## src/rtl/core/crchd_pkg.sv

```systemverilog
// ----------------------------------------------------------------------------
// crchd_pkg
// Shared types, constants and CRC16-CCITT helpers for the header deframer.
// ----------------------------------------------------------------------------
package crchd_pkg;

    // Header layout: two checksum bytes, then fourteen covered bytes
    localparam int HEADER_BYTES = 16;
    localparam int CRC_BYTES    = HEADER_BYTES - 2;

    localparam logic [15:0] CRC_POLY    = 16'h1021;
    localparam logic [15:0] CONT_LENGTH = 16'hffff;
    localparam logic [15:0] SKIP_MAX    = 16'hffff;
    localparam logic [15:0] CRC_RESET   = 16'hffff;

    typedef enum logic {
        KIND_HEADER  = 1'b0,
        KIND_PAYLOAD = 1'b1
    } t_kind;

    // One result beat
    typedef struct packed {
        t_kind       kind;
        logic [7:0]  data_byte;
        logic [31:0] evt_type;
        logic [31:0] src_id;
        logic [31:0] dest_id;
        logic [15:0] payload_length;
        logic        continued;
        logic [15:0] skipped;
        logic        last;
    } t_entry;

    // Front to queue write request
    typedef struct packed {
        logic   valid;
        t_entry entry;
    } t_push;

    // Queue fill status
    typedef struct packed {
        logic full;
        logic empty;
    } t_q_status;

    // Advance the CRC register over one byte, MSB first
    function automatic logic [15:0] crc16_byte(input logic [15:0] crc_in,
                                               input logic [7:0]  data);
        logic [15:0] crc;
        crc = crc_in ^ {data, 8'h00};
        for (int b = 0; b < 8; b++) begin
            if (crc[15]) begin
                crc = {crc[14:0], 1'b0} ^ CRC_POLY;
            end else begin
                crc = {crc[14:0], 1'b0};
            end
        end
        return crc;
    endfunction

    // CRC over the covered header bytes; element 0 is header byte 2.
    // Linear in its inputs, so this flattens to a fixed XOR tree.
    function automatic logic [15:0] crc16_window(
        input logic [15:0]                  init,
        input logic [CRC_BYTES-1:0][7:0]    data
    );
        logic [15:0] crc;
        crc = init;
        for (int k = 0; k < CRC_BYTES; k++) begin
            crc = crc16_byte(crc, data[k]);
        end
        return crc;
    endfunction

endpackage

```

## src/rtl/core/crchd_front.sv

```systemverilog
// ----------------------------------------------------------------------------
// crchd_front
// Accepts raw bytes, holds the header window, checks the CRC and classifies
// each byte as window fill, skipped byte, header or payload beat.
// ----------------------------------------------------------------------------
module crchd_front (
    input  logic                 i_clk,
    input  logic                 i_rst_n,
    input  logic                 i_valid,
    output logic                 o_ready,
    input  logic [7:0]           i_in_byte,
    input  logic                 i_cfg_wr_en,
    input  logic [15:0]          i_cfg_wr_data,
    input  crchd_pkg::t_q_status i_q_status,
    output crchd_pkg::t_push     o_push
);

    localparam int WIN_DEPTH = crchd_pkg::HEADER_BYTES - 1;
    localparam logic [3:0] FILL_FULL = 4'(WIN_DEPTH);

    logic [7:0]  r_window [WIN_DEPTH];
    logic [7:0]  n_window [WIN_DEPTH];
    logic [3:0]  r_fill,       n_fill;
    logic        r_in_payload, n_in_payload;
    logic [15:0] r_bytes_left, n_bytes_left;
    logic [15:0] r_skip,       n_skip;
    logic [15:0] r_crc_init;

    logic [crchd_pkg::HEADER_BYTES-1:0][7:0] w_hdr;
    logic [crchd_pkg::CRC_BYTES-1:0][7:0]    w_cdata;
    logic [15:0] w_got;
    logic [15:0] w_want;
    logic [15:0] w_len;
    logic        w_match;
    logic        w_accept;
    logic        w_fin;

    // Candidate header: stored bytes plus the incoming one
    always_comb begin
        for (int i = 0; i < WIN_DEPTH; i++) begin
            w_hdr[i] = r_window[i];
        end
        w_hdr[crchd_pkg::HEADER_BYTES-1] = i_in_byte;
        for (int k = 0; k < crchd_pkg::CRC_BYTES; k++) begin
            w_cdata[k] = w_hdr[k+2];
        end
    end

    assign w_got   = {w_hdr[0], w_hdr[1]};
    assign w_want  = crchd_pkg::crc16_window(r_crc_init, w_cdata);
    assign w_match = (w_got == w_want);
    assign w_len   = {w_hdr[2], w_hdr[3]};
    assign w_fin   = (r_bytes_left <= 16'd1);

    assign o_ready  = !i_q_status.full;
    assign w_accept = i_valid && o_ready;

    // Classify the beat and work out the next state
    always_comb begin
        for (int i = 0; i < WIN_DEPTH; i++) begin
            n_window[i] = r_window[i];
        end
        n_fill       = r_fill;
        n_in_payload = r_in_payload;
        n_bytes_left = r_bytes_left;
        n_skip       = r_skip;
        o_push       = '0;

        if (w_accept) begin
            priority if (r_in_payload) begin
                // Pass the payload byte through
                o_push.valid          = 1'b1;
                o_push.entry.kind     = crchd_pkg::KIND_PAYLOAD;
                o_push.entry.data_byte = i_in_byte;
                o_push.entry.last     = w_fin;
                if (w_fin) begin
                    n_bytes_left = '0;
                    n_in_payload = 1'b0;
                end else begin
                    n_bytes_left = r_bytes_left - 16'd1;
                end
            end else if (r_fill != FILL_FULL) begin
                // Append to the window
                n_window[r_fill] = i_in_byte;
                n_fill           = r_fill + 4'd1;
            end else if (!w_match) begin
                // Drop the oldest byte and keep hunting
                for (int i = 0; i < WIN_DEPTH - 1; i++) begin
                    n_window[i] = r_window[i+1];
                end
                n_window[WIN_DEPTH-1] = i_in_byte;
                if (r_skip != crchd_pkg::SKIP_MAX) begin
                    n_skip = r_skip + 16'd1;
                end
            end else begin
                // Header found: report it and empty the window
                o_push.valid                = 1'b1;
                o_push.entry.kind           = crchd_pkg::KIND_HEADER;
                o_push.entry.evt_type       = {w_hdr[4],  w_hdr[5],  w_hdr[6],  w_hdr[7]};
                o_push.entry.src_id         = {w_hdr[8],  w_hdr[9],  w_hdr[10], w_hdr[11]};
                o_push.entry.dest_id        = {w_hdr[12], w_hdr[13], w_hdr[14], w_hdr[15]};
                o_push.entry.payload_length = w_len;
                o_push.entry.continued      = (w_len == crchd_pkg::CONT_LENGTH);
                o_push.entry.skipped        = r_skip;
                o_push.entry.last           = (w_len == 16'd0);
                n_skip       = '0;
                n_fill       = '0;
                n_in_payload = (w_len != 16'd0);
                n_bytes_left = w_len;
            end
        end
    end

    // Window bytes are never read before they are written
    always_ff @(posedge i_clk) begin
        for (int i = 0; i < WIN_DEPTH; i++) begin
            r_window[i] <= n_window[i];
        end
    end

    always_ff @(posedge i_clk) begin
        if (!i_rst_n) begin
            r_fill       <= '0;
            r_in_payload <= 1'b0;
            r_bytes_left <= '0;
            r_skip       <= '0;
        end else begin
            r_fill       <= n_fill;
            r_in_payload <= n_in_payload;
            r_bytes_left <= n_bytes_left;
            r_skip       <= n_skip;
        end
    end

    // CRC start value register
    always_ff @(posedge i_clk) begin
        if (!i_rst_n) begin
            r_crc_init <= crchd_pkg::CRC_RESET;
        end else if (i_cfg_wr_en) begin
            r_crc_init <= i_cfg_wr_data;
        end
    end

endmodule

```

## src/rtl/core/crchd_queue.sv

```systemverilog
// ----------------------------------------------------------------------------
// crchd_queue
// Short result queue between the classifying front and the output stage.
// ----------------------------------------------------------------------------
module crchd_queue #(
    parameter int DEPTH = 4
) (
    input  logic                 i_clk,
    input  logic                 i_rst_n,
    input  crchd_pkg::t_push     i_push,
    input  logic                 i_pop,
    output crchd_pkg::t_entry    o_rd_data,
    output crchd_pkg::t_q_status o_status
);

    localparam int PTR_W = (DEPTH > 1) ? $clog2(DEPTH) : 1;
    localparam int CNT_W = $clog2(DEPTH + 1);
    localparam logic [PTR_W-1:0] PTR_LAST = PTR_W'(DEPTH - 1);
    localparam logic [CNT_W-1:0] CNT_FULL = CNT_W'(DEPTH);

    crchd_pkg::t_entry r_mem [DEPTH];
    logic [PTR_W-1:0]  r_wr_ptr, n_wr_ptr;
    logic [PTR_W-1:0]  r_rd_ptr, n_rd_ptr;
    logic [CNT_W-1:0]  r_count,  n_count;
    logic              w_wr;
    logic              w_rd;

    assign o_status.full  = (r_count == CNT_FULL);
    assign o_status.empty = (r_count == '0);
    assign o_rd_data      = r_mem[r_rd_ptr];

    assign w_wr = i_push.valid && !o_status.full;
    assign w_rd = i_pop && !o_status.empty;

    // Advance pointers and occupancy
    always_comb begin
        n_wr_ptr = r_wr_ptr;
        n_rd_ptr = r_rd_ptr;
        n_count  = r_count;
        if (w_wr) begin
            n_wr_ptr = (r_wr_ptr == PTR_LAST) ? '0 : r_wr_ptr + 1'b1;
        end
        if (w_rd) begin
            n_rd_ptr = (r_rd_ptr == PTR_LAST) ? '0 : r_rd_ptr + 1'b1;
        end
        unique case ({w_wr, w_rd})
            2'b10:   n_count = r_count + 1'b1;
            2'b01:   n_count = r_count - 1'b1;
            default: n_count = r_count;
        endcase
    end

    always_ff @(posedge i_clk) begin
        if (w_wr) begin
            r_mem[r_wr_ptr] <= i_push.entry;
        end
    end

    always_ff @(posedge i_clk) begin
        if (!i_rst_n) begin
            r_wr_ptr <= '0;
            r_rd_ptr <= '0;
            r_count  <= '0;
        end else begin
            r_wr_ptr <= n_wr_ptr;
            r_rd_ptr <= n_rd_ptr;
            r_count  <= n_count;
        end
    end

endmodule

```

## src/rtl/core/crchd_back.sv

```systemverilog
// ----------------------------------------------------------------------------
// crchd_back
// Output register stage: drains the queue and holds each result beat until
// the receiver takes it.
// ----------------------------------------------------------------------------
module crchd_back (
    input  logic                 i_clk,
    input  logic                 i_rst_n,
    input  crchd_pkg::t_q_status i_q_status,
    input  crchd_pkg::t_entry    i_rd_data,
    output logic                 o_pop,
    output logic                 o_valid,
    input  logic                 i_ready,
    output crchd_pkg::t_entry    o_entry
);

    logic              r_valid, n_valid;
    crchd_pkg::t_entry r_entry;

    // Load a new beat when the register is empty or being taken
    assign o_pop   = !i_q_status.empty && (!r_valid || i_ready);
    assign n_valid = o_pop || (r_valid && !i_ready);

    assign o_valid = r_valid;
    assign o_entry = r_entry;

    always_ff @(posedge i_clk) begin
        if (o_pop) begin
            r_entry <= i_rd_data;
        end
    end

    always_ff @(posedge i_clk) begin
        if (!i_rst_n) begin
            r_valid <= 1'b0;
        end else begin
            r_valid <= n_valid;
        end
    end

endmodule

```

## src/rtl/core/crc_header_packet_deframer_core.sv

```systemverilog
// ----------------------------------------------------------------------------
// crc_header_packet_deframer_core
// Byte-stream deframer: hunts for a 16-byte header guarded by CRC16-CCITT,
// reports it, then forwards its payload bytes.
//
// Input channel: one raw link byte per beat on i_in_byte (i_in_valid /
// o_in_ready). Output channel: one result beat (o_out_valid / i_out_ready),
// either a header (o_kind = 0) or a payload byte (o_kind = 1), with o_last on
// the final beat of a packet. Bytes that fill the window or are skipped while
// hunting give no output beat.
// Throughput: one byte per cycle while the queue is not full; the CRC over
// the fourteen covered bytes is a combinational XOR tree in the front stage.
// Path: a result is written to the queue at the edge that accepts its byte
// and moves to the output register once that register is empty or taken.
// Stall: results collect in a QUEUE_DEPTH-entry queue; the input is held off
// only when that queue is full, so the front keeps taking bytes while a beat
// waits at the output.
// Reset: window empty, hunting, skip count zero, crc_init = 0xffff. No
// clearing pass; bytes are taken from the first cycle after reset. The user
// must write crc_init through i_cfg_wr_en/i_cfg_wr_data while idle; unchecked.
// ----------------------------------------------------------------------------
module crc_header_packet_deframer_core #(
    parameter int QUEUE_DEPTH = 4
) (
    input  logic        i_clk,
    input  logic        i_rst_n,
    input  logic        i_in_valid,
    output logic        o_in_ready,
    input  logic [7:0]  i_in_byte,
    input  logic        i_cfg_wr_en,
    input  logic [15:0] i_cfg_wr_data,
    output logic        o_out_valid,
    input  logic        i_out_ready,
    output logic        o_kind,
    output logic [7:0]  o_data_byte,
    output logic [31:0] o_evt_type,
    output logic [31:0] o_src_id,
    output logic [31:0] o_dest_id,
    output logic [15:0] o_payload_length,
    output logic        o_continued,
    output logic [15:0] o_skipped,
    output logic        o_last
);

    crchd_pkg::t_push     w_push;
    crchd_pkg::t_q_status w_q_status;
    crchd_pkg::t_entry    w_rd_data;
    crchd_pkg::t_entry    w_out;
    logic                 w_pop;

    // Classify incoming bytes
    crchd_front u_front (
        .i_clk         (i_clk),
        .i_rst_n       (i_rst_n),
        .i_valid       (i_in_valid),
        .o_ready       (o_in_ready),
        .i_in_byte     (i_in_byte),
        .i_cfg_wr_en   (i_cfg_wr_en),
        .i_cfg_wr_data (i_cfg_wr_data),
        .i_q_status    (w_q_status),
        .o_push        (w_push)
    );

    // Decouple front and output stage
    crchd_queue #(
        .DEPTH (QUEUE_DEPTH)
    ) u_queue (
        .i_clk     (i_clk),
        .i_rst_n   (i_rst_n),
        .i_push    (w_push),
        .i_pop     (w_pop),
        .o_rd_data (w_rd_data),
        .o_status  (w_q_status)
    );

    // Present results to the receiver
    crchd_back u_back (
        .i_clk      (i_clk),
        .i_rst_n    (i_rst_n),
        .i_q_status (w_q_status),
        .i_rd_data  (w_rd_data),
        .o_pop      (w_pop),
        .o_valid    (o_out_valid),
        .i_ready    (i_out_ready),
        .o_entry    (w_out)
    );

    assign o_kind           = w_out.kind;
    assign o_data_byte      = w_out.data_byte;
    assign o_evt_type       = w_out.evt_type;
    assign o_src_id         = w_out.src_id;
    assign o_dest_id        = w_out.dest_id;
    assign o_payload_length = w_out.payload_length;
    assign o_continued      = w_out.continued;
    assign o_skipped        = w_out.skipped;
    assign o_last           = w_out.last;

endmodule
```

## config.mk

```make
export PLATFORM = sky130hd
export DESIGN_NAME = crc_header_packet_deframer_core
export DESIGN_NICKNAME = d
export VERILOG_FILES = /design/src/rtl/core/crchd_pkg.sv /design/src/rtl/core/crchd_front.sv /design/src/rtl/core/crchd_queue.sv /design/src/rtl/core/crchd_back.sv /design/src/rtl/core/crc_header_packet_deframer_core.sv
export SDC_FILE = /design/constraint.sdc
export NUM_CORES = 1
export LEC_CHECK = 0
export BUFFER_PORTS_ARGS = -buffer_cell sky130_fd_sc_hd__buf_2
export CORE_MARGIN = 1.5
export CORE_UTILIZATION = 45
export DETAILED_ROUTE_END_ITERATION = 16
export PLACE_DENSITY_LB_ADDON = 0.08
export SETUP_SLACK_MARGIN = 0.05
export SLEW_MARGIN = 0
export SYNTH_ARGS = -nofsm -noshare
export SYNTH_HDL_FRONTEND = slang
export SYNTH_SLANG_ARGS = --single-unit
```

## constraint.sdc

```tcl
create_clock -name i_clk -period 12.9 [get_ports i_clk]
set_input_delay 0.645 -clock i_clk [delete_from_list [all_inputs] [get_ports i_clk]]
set_output_delay 0.645 -clock i_clk [all_outputs]
set_load 0.01 [all_outputs]
```

; Yosys cells after proc, flatten, opt, wreduce, memory -nomap -nowiden
; Memories as Yosys holds them, arrays and structs flattened. A register that Yosys moved wholly into a read port is not among the register bits.
; Index checks and enable logic that the tools add are counted.
[totals]
register_bits = 61
ram_bits = 676
word_cells = 327
n_memories = 2
[mem_list]
columns = memory, depth, width, rd, rd_ports_with_merged_regs, wr, line
row1 = u_queue.r_mem, 4, 139, 1, 1, 1, crchd_queue.sv:21  ; crchd_pkg::t_entry r_mem [DEPTH];
row2 = u_front.r_window, 15, 8, 15, 0, 15, crchd_front.sv:21  ; logic [7:0] r_window [WIN_DEPTH];
[classes]
add_sub_neg = 7
magnitude_cmp = 3
eq_ne = 10
muxes = 145
n_bitwise = 129
reduce_logical = 22
[ops]
columns = op, n
row1 = 13-bit 2-to-1 mux, 112
row2 = 120-bit 2-to-1 mux, 4
row3 = 3-bit NOT, 112
row4 = 130-bit 2-to-1 mux, 2
row5 = 16-bit bitwise XOR, 14
row6 = 140-bit 2-to-1 mux, 1
row7 = 129-bit 2-to-1 mux, 1
row8 = 120-bit bitwise mux, 1
row9 = 16-bit 2-to-1 mux, 6
row10 = 8-bit demux with 4-bit select, 1
row11 = "16-bit by 1-bit adder with 16-bit output, second input constant", 1
row12 = 16-bit == test, 1
row13 = "16-bit == test, second input constant", 1
row14 = "16-bit by 1-bit less-or-equal comparator with 1-bit output, second input constant", 1
row15 = 16-bit zero test, 1
row16 = 8-bit 2-to-1 mux, 2
row17 = "16-bit inequality test, second input constant", 1
row18 = 16-bit nonzero test, 1
row19 = "16-bit by 1-bit subtractor with 16-bit output, second input constant", 1
row20 = 2-bit 2-to-1 mux, 5
row21 = 4-bit 2-to-1 mux, 2
row22 = 2-bit nonzero test, 4
row23 = 1-bit 2-to-1 mux, 7
row24 = "2-bit == test, second input constant", 3
row25 = 19 further kinds, 31

; Longest topological paths before layout
; Gate-level depths: netlist of the first run.
[logic_depth]
word_depth = 246
ltp_mapped = 26

; Cells and area by module
; A second synthesis of the first run with hierarchy kept.
[unflattened]
cells_unflattened = 2250
hier_area_um2 = 39337.7
[by_module_without_submodules]
columns = mod, instances, cells_per_inst, area_per_inst_um2, seq_area_each_um2
row1 = crchd_queue, 1, 782, 20558.5, 16876.2
row2 = crchd_front, 1, 1325, 14561.5, 4664.5
row3 = crchd_back, 1, 143, 4217.8, 4194.0

; Worst setup path after synthesis of the first run
; OpenSTA, ideal clock, no wires.
[synth_timing]
kind = register -> register
startpoint = memory u_front.r_window[2][6], in the netlist u_front.r_window[0][22]
endpoint = memory u_queue.r_mem[0][0] (netlist bit) (enable)
setup_ns = 0.656
arrival_ns = 12.762
required_ns = 12.244
path_slack_ns = -0.519
stages_incl_launch_ff = 21
n_path_buf = 2
synth_period_minus_slack_ns = 13.419
cell_sequence = edfxtp_1 > buf_4 > xnor2_4 > xnor3_2 > xnor3_1 > xnor3_2 > xnor2_2 > xnor3_2 > xnor3_1 > xor3_1 > xnor2_1 > xor3_1 > xnor3_1 > xnor3_1 > xor2_1 > or4_1 > a211oi_2 > o2111a_4 > a21oi_2 > buf_2 > nor2b_1
[synth_rtl]
columns = element, line
row1 = from (decl), crchd_front.sv:21
row2 = to (decl), crchd_queue.sv:21

==> results.tsv, run 1 <==
stage	metric	value	unit
synth	syn nets	2262	
clock_tree	hold_buf cts	0	
setup_path	CP max FO	61	
placed_design	placed instance count	3448	
die	Die Y	296.6	um
setup_path	CP Class	flop to flop	
die	DIE AREA	0.08799	mm^2
synth	synthesized area per cell	17.48	um^2
synth	synthesized area	0.03880	mm^2
sta	fmax	0.1032	GHz
global_route	initial antenna violation count	1	
global_route	largest net degree at the start of global routing	138	
sta	slew margin rel.	0.1883	
detailed_routing	remaining antenna violation count	0	
global_route	first-pass GRT wire length	135.9	mm
final_layout	Cell Count, Final, Fillers Out	3620	
setup_path	startpoint types	flop	
sta	final slew viol count	0	
clock_tree	Setup Buffers After CTS	0	
final_layout	fill count	6967	
global_route	number of global-route vias before repair	20650	
clock_tree	worst-case clock buffer depth	3	
synth	synth unique cells	61	
synth	EDFF count, synth	815	
clock_tree	Post-CTS Resized	0	
final_layout	Layout Area Growth over Synthesis	13.56	%
synth	Seq/Total Area, Yosys	0.6623	
sta	Final Setup Violations	0	
clock_tree	H-Tree Depth	3	
sta	final hold violations	0	
run_status	status	completed	
sta	Slew @ Worst Pin	1218	ps
flow_run	# Max-Cap Violations	0	
hold_path	Hold WC Path Type	primary input to flop	
die	chip width	296.6	um
detailed_routing	DRC violations left	0	
final_layout	fin nets	2442	
synth	cells after synthesis	2219	
die	Top-Level Pins	170	
detailed_routing	routed wire length	91.70	mm
sta	fin crit period	9685	ps
placed_design	Port Buffers	169	
clock_tree	Worst-Skew Late Latency	650	ps
detailed_routing	Initial DRT Pass Iterations	5	
global_route	grt ovf	0	
setup_path	Crit. End Element	flop	
placed_design	dpl hpwl	58.46	mm
die	row cnt	107	
synth	Seq cells post-synth	876	
clock_tree	CTS buffer count	93	
sta	RSZ-0062 raised after global routing	no	
sta	Clock Skew	33.15	ps
detailed_routing	1st-iter DRT viols	1786	
setup_path	Crit path arrival time	9970	ps
clock_tree	root buf cell	clkbuf_16	
die	Initial Util	0.4549	
synth	Top FF cell, synth	edfxtp_1	
sta	fin crit share	0.7508	
clock_tree	CTS tree	yes	
detailed_routing	WL/cell	25.33	um
setup_path	CP required	13180	ps
clock_tree	clk sinks	876	
synth	synth warn	0	
clock_tree	clk slew on worst S/H paths	60	ps
final_layout	layout cells sized above 1	0.2073	
global_route	gr usage total	0.2118	
detailed_routing	Vias/cell	5.504	
die	core area	0.08528	mm^2
synth	post-synthesis async set-or-reset flop share	0	
detailed_routing	routed vias	19920	
placed_design	routability cong.	0.8592	
cell type report:
class                           count  area [um^2]  area share
Sequential cell                   876        25700      0.5834
Multi-Input combinational cell   1204        12620      0.2865
Clock buffer                      114         2470     0.05606
Tap cell                         1144         1431     0.03249
Timing Repair Buffer              198         1126     0.02556
Clock inverter                     57        605.6     0.01374
Inverter                           26        97.59    0.002215
Antenna cell                        1        2.502  0.00005680
per-layer routing:
layer / share of wire / GRT usage / vias up / wire length [um]
met4: 0.018 / 0.04928 / 0 / 1672
met3: 0.047 / 0.02929 / 117 / 4322
met1: 0.45 / 0.3032 / 10310 / 41000
li1: - / - / 8957 / -
met5: 0 / 0 / - / 0
met2: 0.49 / 0.3456 / 544 / 44700
state kept, by name, summed over array words and instances, names as in the netlist, 3 cells and up:
register and cells:
u_queue.r_mem 556, u_back.o_entry 139, u_front.r_window 120, u_front.r_bytes_left 16, u_front.r_crc_init 16, u_front.r_skip 16, u_front.r_fill 4, u_queue.r_count 3
per-stage QoR:
| stage | setup TNS (ps) | worst slack [ps] | utilization | area [um^2] | hold WS [ps] |
|---|---|---|---|---|---|
| finish | 0 | 3215 | 0.5166 | 44060 | 237.1 |
| global placement | 0 | 3312 | 0.4805 | 40980 | 462.8 |
| floorplan | -288340 | -518.6 | - | 38800 | 446.9 |
| CTS | 0 | 3157 | 0.5166 | 44060 | 199.7 |
| global route | 0 | 2711 | 0.5166 | 44060 | 225.0 |
| detailed placement | 0 | 3197 | 0.4805 | 40980 | 470.5 |
final timing paths:
| kind | start | endpoint | cells after the start | slack (ps) |
|---|---|---|---|---|
| setup / recovery | u_front.r_window[0][21]$_DFFE_PP_ | u_queue.r_mem[2][74]$_DFFE_PP_ | 20 | 3210 |
| hold / removal | i_cfg_wr_data[3] | u_front.r_crc_init[3]$_SDFFE_PN1P_ | 3 | 240 |
| hold reg to reg | u_front.r_bytes_left[3]$_SDFFE_PN0P_ | u_front.r_bytes_left[3]$_SDFFE_PN0P_ | 2 | 480 |
| setup reg to reg | u_front.r_window[0][21]$_DFFE_PP_ | u_queue.r_mem[2][74]$_DFFE_PP_ | 20 | 3210 |
cells in the final DEF, fill, tap and decap left out, types with 26 or more instances in the layout:
master	synthesis	layout
a21oi_1	79	78
xnor3_1	107	107
xnor2_1	168	168
edfxtp_1	815	815
buf_2	9	169
inv_1	26	26
mux4_2	139	139
nand2_1	124	124
mux2i_1	50	50
clkbuf_16	0	96
xor2_1	61	61
a22o_1	39	39
dfxtp_1	61	59
and3_1	130	129
nor2_1	80	80
kinds of logic after synthesis:
family | synth area share
flops | 0.6623
simple gates | 0.05747
fa+ha+maj | 0.004709
xor+xnor | 0.1356
buf+inv | 0.01384
mux | 0.09388
compound gates | 0.03225
synth_stat cells, types with 18 or more instances:
| library cell | number | area (um^2) |
|---|---|---|
| xor3_1 | 18 | 427.9 |
| xnor3_1 | 107 | 2410 |
| nor2_1 | 80 | 300.3 |
| xor2_1 | 61 | 534.3 |
| buf_1 | 25 | 93.84 |
| a21oi_1 | 79 | 395.4 |
| nand2_1 | 124 | 465.5 |
| and3_1 | 130 | 813.3 |
| mux2i_1 | 50 | 500.5 |
| edfxtp_1 | 815 | 24470 |
| xnor2_1 | 168 | 1471 |
| dfxtp_1 | 61 | 1221 |
| nand3_1 | 18 | 90.09 |
| inv_1 | 26 | 97.59 |
| mux4_2 | 139 | 3131 |
| a22o_1 | 39 | 341.6 |
| clkbuf_1 | 78 | 292.8 |
| and2_1 | 22 | 137.6 |
critical path: stages, from the launching register on:
cell      delay (ps)
edfxtp_1         530
xnor2_1          390
xnor3_1          520
xnor3_1          530
xnor2_1          290
xnor3_1          550
xnor2_2          400
xnor3_1          570
xnor2_1          220
xnor2_1          510
xnor3_1          600
xor3_1           250
xor3_1           500
xor2_1           230
or4_1            500
a211oi_2         270
o2111a_4         640
a21oi_4          410
nor2b_4          250
buf_4            430
buf_4            580
Power of run 1 is not shown: default switching activity piles up to over one toggle a cycle in this logic, so the estimate is an artifact.
==> inputs of run 2 (changes only) <==
ABC_AREA = 1   (was default)
clock period = 7.8 ns   (was 12.9 ns; I/O delays follow)
==> results.tsv, run 2 <==
stage	metric	value	unit	change
run_status	status	completed		unchanged
synth	simple-gate share of the synthesized area	0.2407		was 0.05747
setup_path	CP max FO	8		was 61
synth	count leader, synth	edfxtp_1		unchanged
clock_tree	H-Tree Depth	3		unchanged
setup_path	R2R Setup Slk	290	ps	was 3210 ps
synth	Synth area leaders	edfxtp_1 (58%), nand2_1 (7.2%), nand3_1 (5.1%)		was edfxtp_1 (63%), mux4_2 (8.1%), xnor3_1 (6.2%)
setup_path	startpoint types	flop		unchanged
global_route	initial antenna violation count	6		was 1
hold_path	Hold WC Path Type	primary input to flop		unchanged
sta	final hold violations	0		unchanged
placed_design	Port Buffers	169		unchanged
sta	slew margin rel.	0.2616		was 0.1883
synth	Synth Area in Compound Gates	0.07984		was 0.03225
detailed_routing	routed wire length	117.2	mm	was 91.70 mm
synth	post-synthesis async set-or-reset flop share	0		unchanged
sta	Final TNS setup	0	ps	unchanged
detailed_routing	1st-iter DRT viols	2520		was 1,786
global_route	met2 Resource Use GR	0.3763		was 0.3456
detailed_routing	Vias/cell	5.403		was 5.504
die	Initial Util	0.4560		was 0.4549
synth	Top FF cell, synth	edfxtp_1		unchanged
die	chip width	308.2	um	was 296.6 um
synth	Post-synth top cells	edfxtp_1 (815), nand2_1 (806), nand3_1 (424)		was edfxtp_1 (815), xnor2_1 (168), mux4_2 (139)
clock_tree	clk sinks	876		unchanged
setup_path	Crit path arrival time	7900	ps	was 9970 ps
synth	syn nets	4162		was 2,262
placed_design	routability cong.	0.9327		was 0.8592
clock_tree	Worst-Skew Late Latency	700	ps	was 650 ps
hold_path	Hold Path Sink	u_front.r_window[1][41]$_DFFE_PP_		was u_front.r_crc_init[3]$_SDFFE_PN1P_
synth	synthesized area	0.04192	mm^2	was 0.03880 mm^2
die	Top-Level Pins	170		unchanged
sta	fmax	0.1332	GHz	was 0.1032 GHz
synth	synthesized area per cell	10.18	um^2	was 17.48 um^2
global_route	met3 Track Usage GR	0.04040		was 0.02929
global_route	gr usage total	0.2356		was 0.2118
final_layout	Layout Area Growth over Synthesis	24.27	%	was 13.56%
sta	Final Setup Violations	0		unchanged
final_layout	fin nets	4514		was 2,442
synth	cells after synthesis	4119		was 2,219
hold_path	hold_sp	i_in_byte[1]		was i_cfg_wr_data[3]
sta	Clock Skew	33.18	ps	was 33.15 ps
synth	Yosys top cell area share	0.5838		was 0.6308
setup_path	Worst R2R Path Depth	59		was 20
global_route	number of global-route vias before repair	29050		was 20,650
synth	Seq/Total Area, Yosys	0.6129		was 0.6623
clock_tree	root buf cell	clkbuf_16		unchanged
synth	EDFF count, synth	815		unchanged
setup_path	worst r2r src	u_front.r_window[0][17]$_DFFE_PP_		was u_front.r_window[0][21]$_DFFE_PP_
setup_path	r2r endpoint	u_queue.r_mem[1][117]$_DFFE_PP_		was u_queue.r_mem[2][74]$_DFFE_PP_
global_route	first-pass GRT wire length	171.2	mm	was 135.9 mm
global_route	largest net degree at the start of global routing	119		was 138
setup_path	CP required	8200	ps	was 13,180 ps
setup_path	Crit. End Element	flop		unchanged
final_layout	most common cell after layout, fill and taps aside	edfxtp_1		unchanged
clock_tree	CTS tree	yes		unchanged
final_layout	max FFs per register	556		unchanged
final_layout	Finished Core Util	0.5667		was 0.5166
synth	Synth Area in Adders	0.004357		was 0.004708
setup_path	CP max stage delay	500	ps	was 640 ps
final_layout	most frequent cells in the layout	edfxtp_1 (815), nand2_1 (593), nor2_1 (392), o21ai_0 (358), nand3_1 (335)		was edfxtp_1 (815), buf_2 (169), xnor2_1 (168), mux4_2 (139), and3_1 (129)
global_route	grt ovf	0		unchanged
die	core area	0.09194	mm^2	was 0.08528 mm^2
die	row cnt	111		was 107
detailed_routing	WL/cell	20.23	um	was 25.33 um
synth	Synth Area in XOR/XNOR	0.01248		was 0.1356
placed_design	dpl hpwl	76.93	mm	was 58.46 mm
synth	synth unique cells	42		was 61
synth	largest family of logic cells by synthesized area	simple AND/OR/NAND/NOR gates		was XOR/XNOR gates
setup_path	Critical Path Most Common Cell	nand2_4		was xnor3_1
hold_path	hold depth	3		unchanged
setup_path	critical path's slowest cell	edfxtp_1		was o2111a_4
die	DIE AREA	0.09500	mm^2	was 0.08799 mm^2
sta	final slew viol count	0		unchanged
final_layout	fill count	8011		was 6,967
sta	Slew @ Worst Pin	1106	ps	was 1218 ps
clock_tree	worst-case clock buffer depth	3		unchanged
detailed_routing	remaining antenna violation count	0		unchanged
synth	post-synthesis mux area share	0		was 0.09388
flow_run	# Max-Cap Violations	0		unchanged
clock_tree	CTS buffer count	94		was 93
detailed_routing	routed vias	31300		was 19,920
detailed_routing	DRC violations left	0		unchanged
final_layout	Biggest register	u_queue.r_mem		unchanged
clock_tree	clk slew on worst S/H paths	60	ps	about the same
final_layout	layout cells sized above 1	0.2869		was 0.2073
synth	Seq cells post-synth	876		unchanged
synth	largest area contributor in the netlist	edfxtp_1		unchanged
synth	synth warn	0		unchanged
setup_path	CP Class	flop to flop		unchanged
global_route	Global Route met1 Usage	0.3278		was 0.3032
sta	fin crit share	0.9625		was 0.7508
sta	fin crit period	7507	ps	was 9685 ps
detailed_routing	Initial DRT Pass Iterations	5		unchanged
global_route	GR peak layer	met2		unchanged
die	Die Y	308.2	um	was 296.6 um
-- run 2: cell count changes after synthesis, moves of 129 or more --
cell     delta
xnor2_1   -149
o22ai_1   +191
inv_1     +270
and3_1    -129
mux4_2    -139
nand2_1   +682
nor2_1    +327
o21ai_0   +346
nand3_1   +406
-- run 2: cell families (layout without fill, tap and decap cells) --
kind of cell    Yosys count  after routing
compound gates          618            618
xor+xnor                 58             58
fa+ha+maj                14             14
buf+inv                 503            932
flops                   876            876
other cells               0              1
simple gates           2050           2050
-- run 2: per-layer routing --
layer	vias up	routed length (um)	part of all wire
li1	15020	-	-
met1	15280	52570	0.45
met2	822	55660	0.48
met3	168	6057	0.052
met4	8	2826	0.024
met5	-	47	0.00040
-- run 2: worst max-delay path, delay by kind of cell, from the launching register on --
family	cells	cell delay [ps]
simple gates	50	5050
buf+inv	7	970
flops	1	500
xor+xnor	2	590
-- run 2: worst max path at each step --
stage,start,to,slack [ps],cells past startpoint
finish,u_front.r_window[0][17]$_DFFE_PP_,u_queue.r_mem[1][117]$_DFFE_PP_,290,59
global route,u_front.r_window[0][17]$_DFFE_PP_,u_queue.r_mem[1][119]$_DFFE_PP_,-150,59
CTS,u_front.r_window[0][17]$_DFFE_PP_,u_queue.r_mem[1][61]$_DFFE_PP_,20,65
detailed placement,u_front.r_window[0][22]$_DFFE_PP_,u_front.r_window[0][43]$_DFFE_PP_,-40,57
global placement,u_front.r_window[0][22]$_DFFE_PP_,u_front.r_window[0][19]$_DFFE_PP_,-60,57
floorplan,u_front.r_window[0][19]$_DFFE_PP_,u_queue.r_mem[0][0]$_DFFE_PP_,-260,62
-- run 2: what timing repair did --
action / in CTS / in global routing
setup buffers: 17 / 79
hold endpoints to repair: 17 / 0
setup endpoints to repair: 498 / 1238
pin swaps: 2 / 189
hold buffers: 17 / 0
cloned: 1 / 8
gates resized for setup: 3 / 495
-- run 2: area by class of cell --
class | instances | area [um^2] | area share
repair buffers | 410 | 3387 | 0.06501
diodes | 1 | 2.502 | 0.00004803
inverters | 349 | 1333 | 0.02558
flip-flops and latches | 876 | 25700 | 0.4933
clock inverters | 54 | 549.3 | 0.01054
clock buffers | 119 | 2477 | 0.04755
multi-input cells | 2740 | 17090 | 0.3281
well taps | 1243 | 1555 | 0.02985
-- run 2: stage by stage --
stage	area [um^2]	hold WS (ps)	std cells	worst slack [ps]
finish	52100	193.6	5792	292.7
detailed placement	45680	474.9	5496	-42.59
floorplan	42650	443.8	4119	-261.0
CTS	49040	140.7	5704	22.57
global placement	45680	467.7	5496	-63.37
global route	52100	165.6	5791	-148.4
Power of run 2 is left out for the same reason.
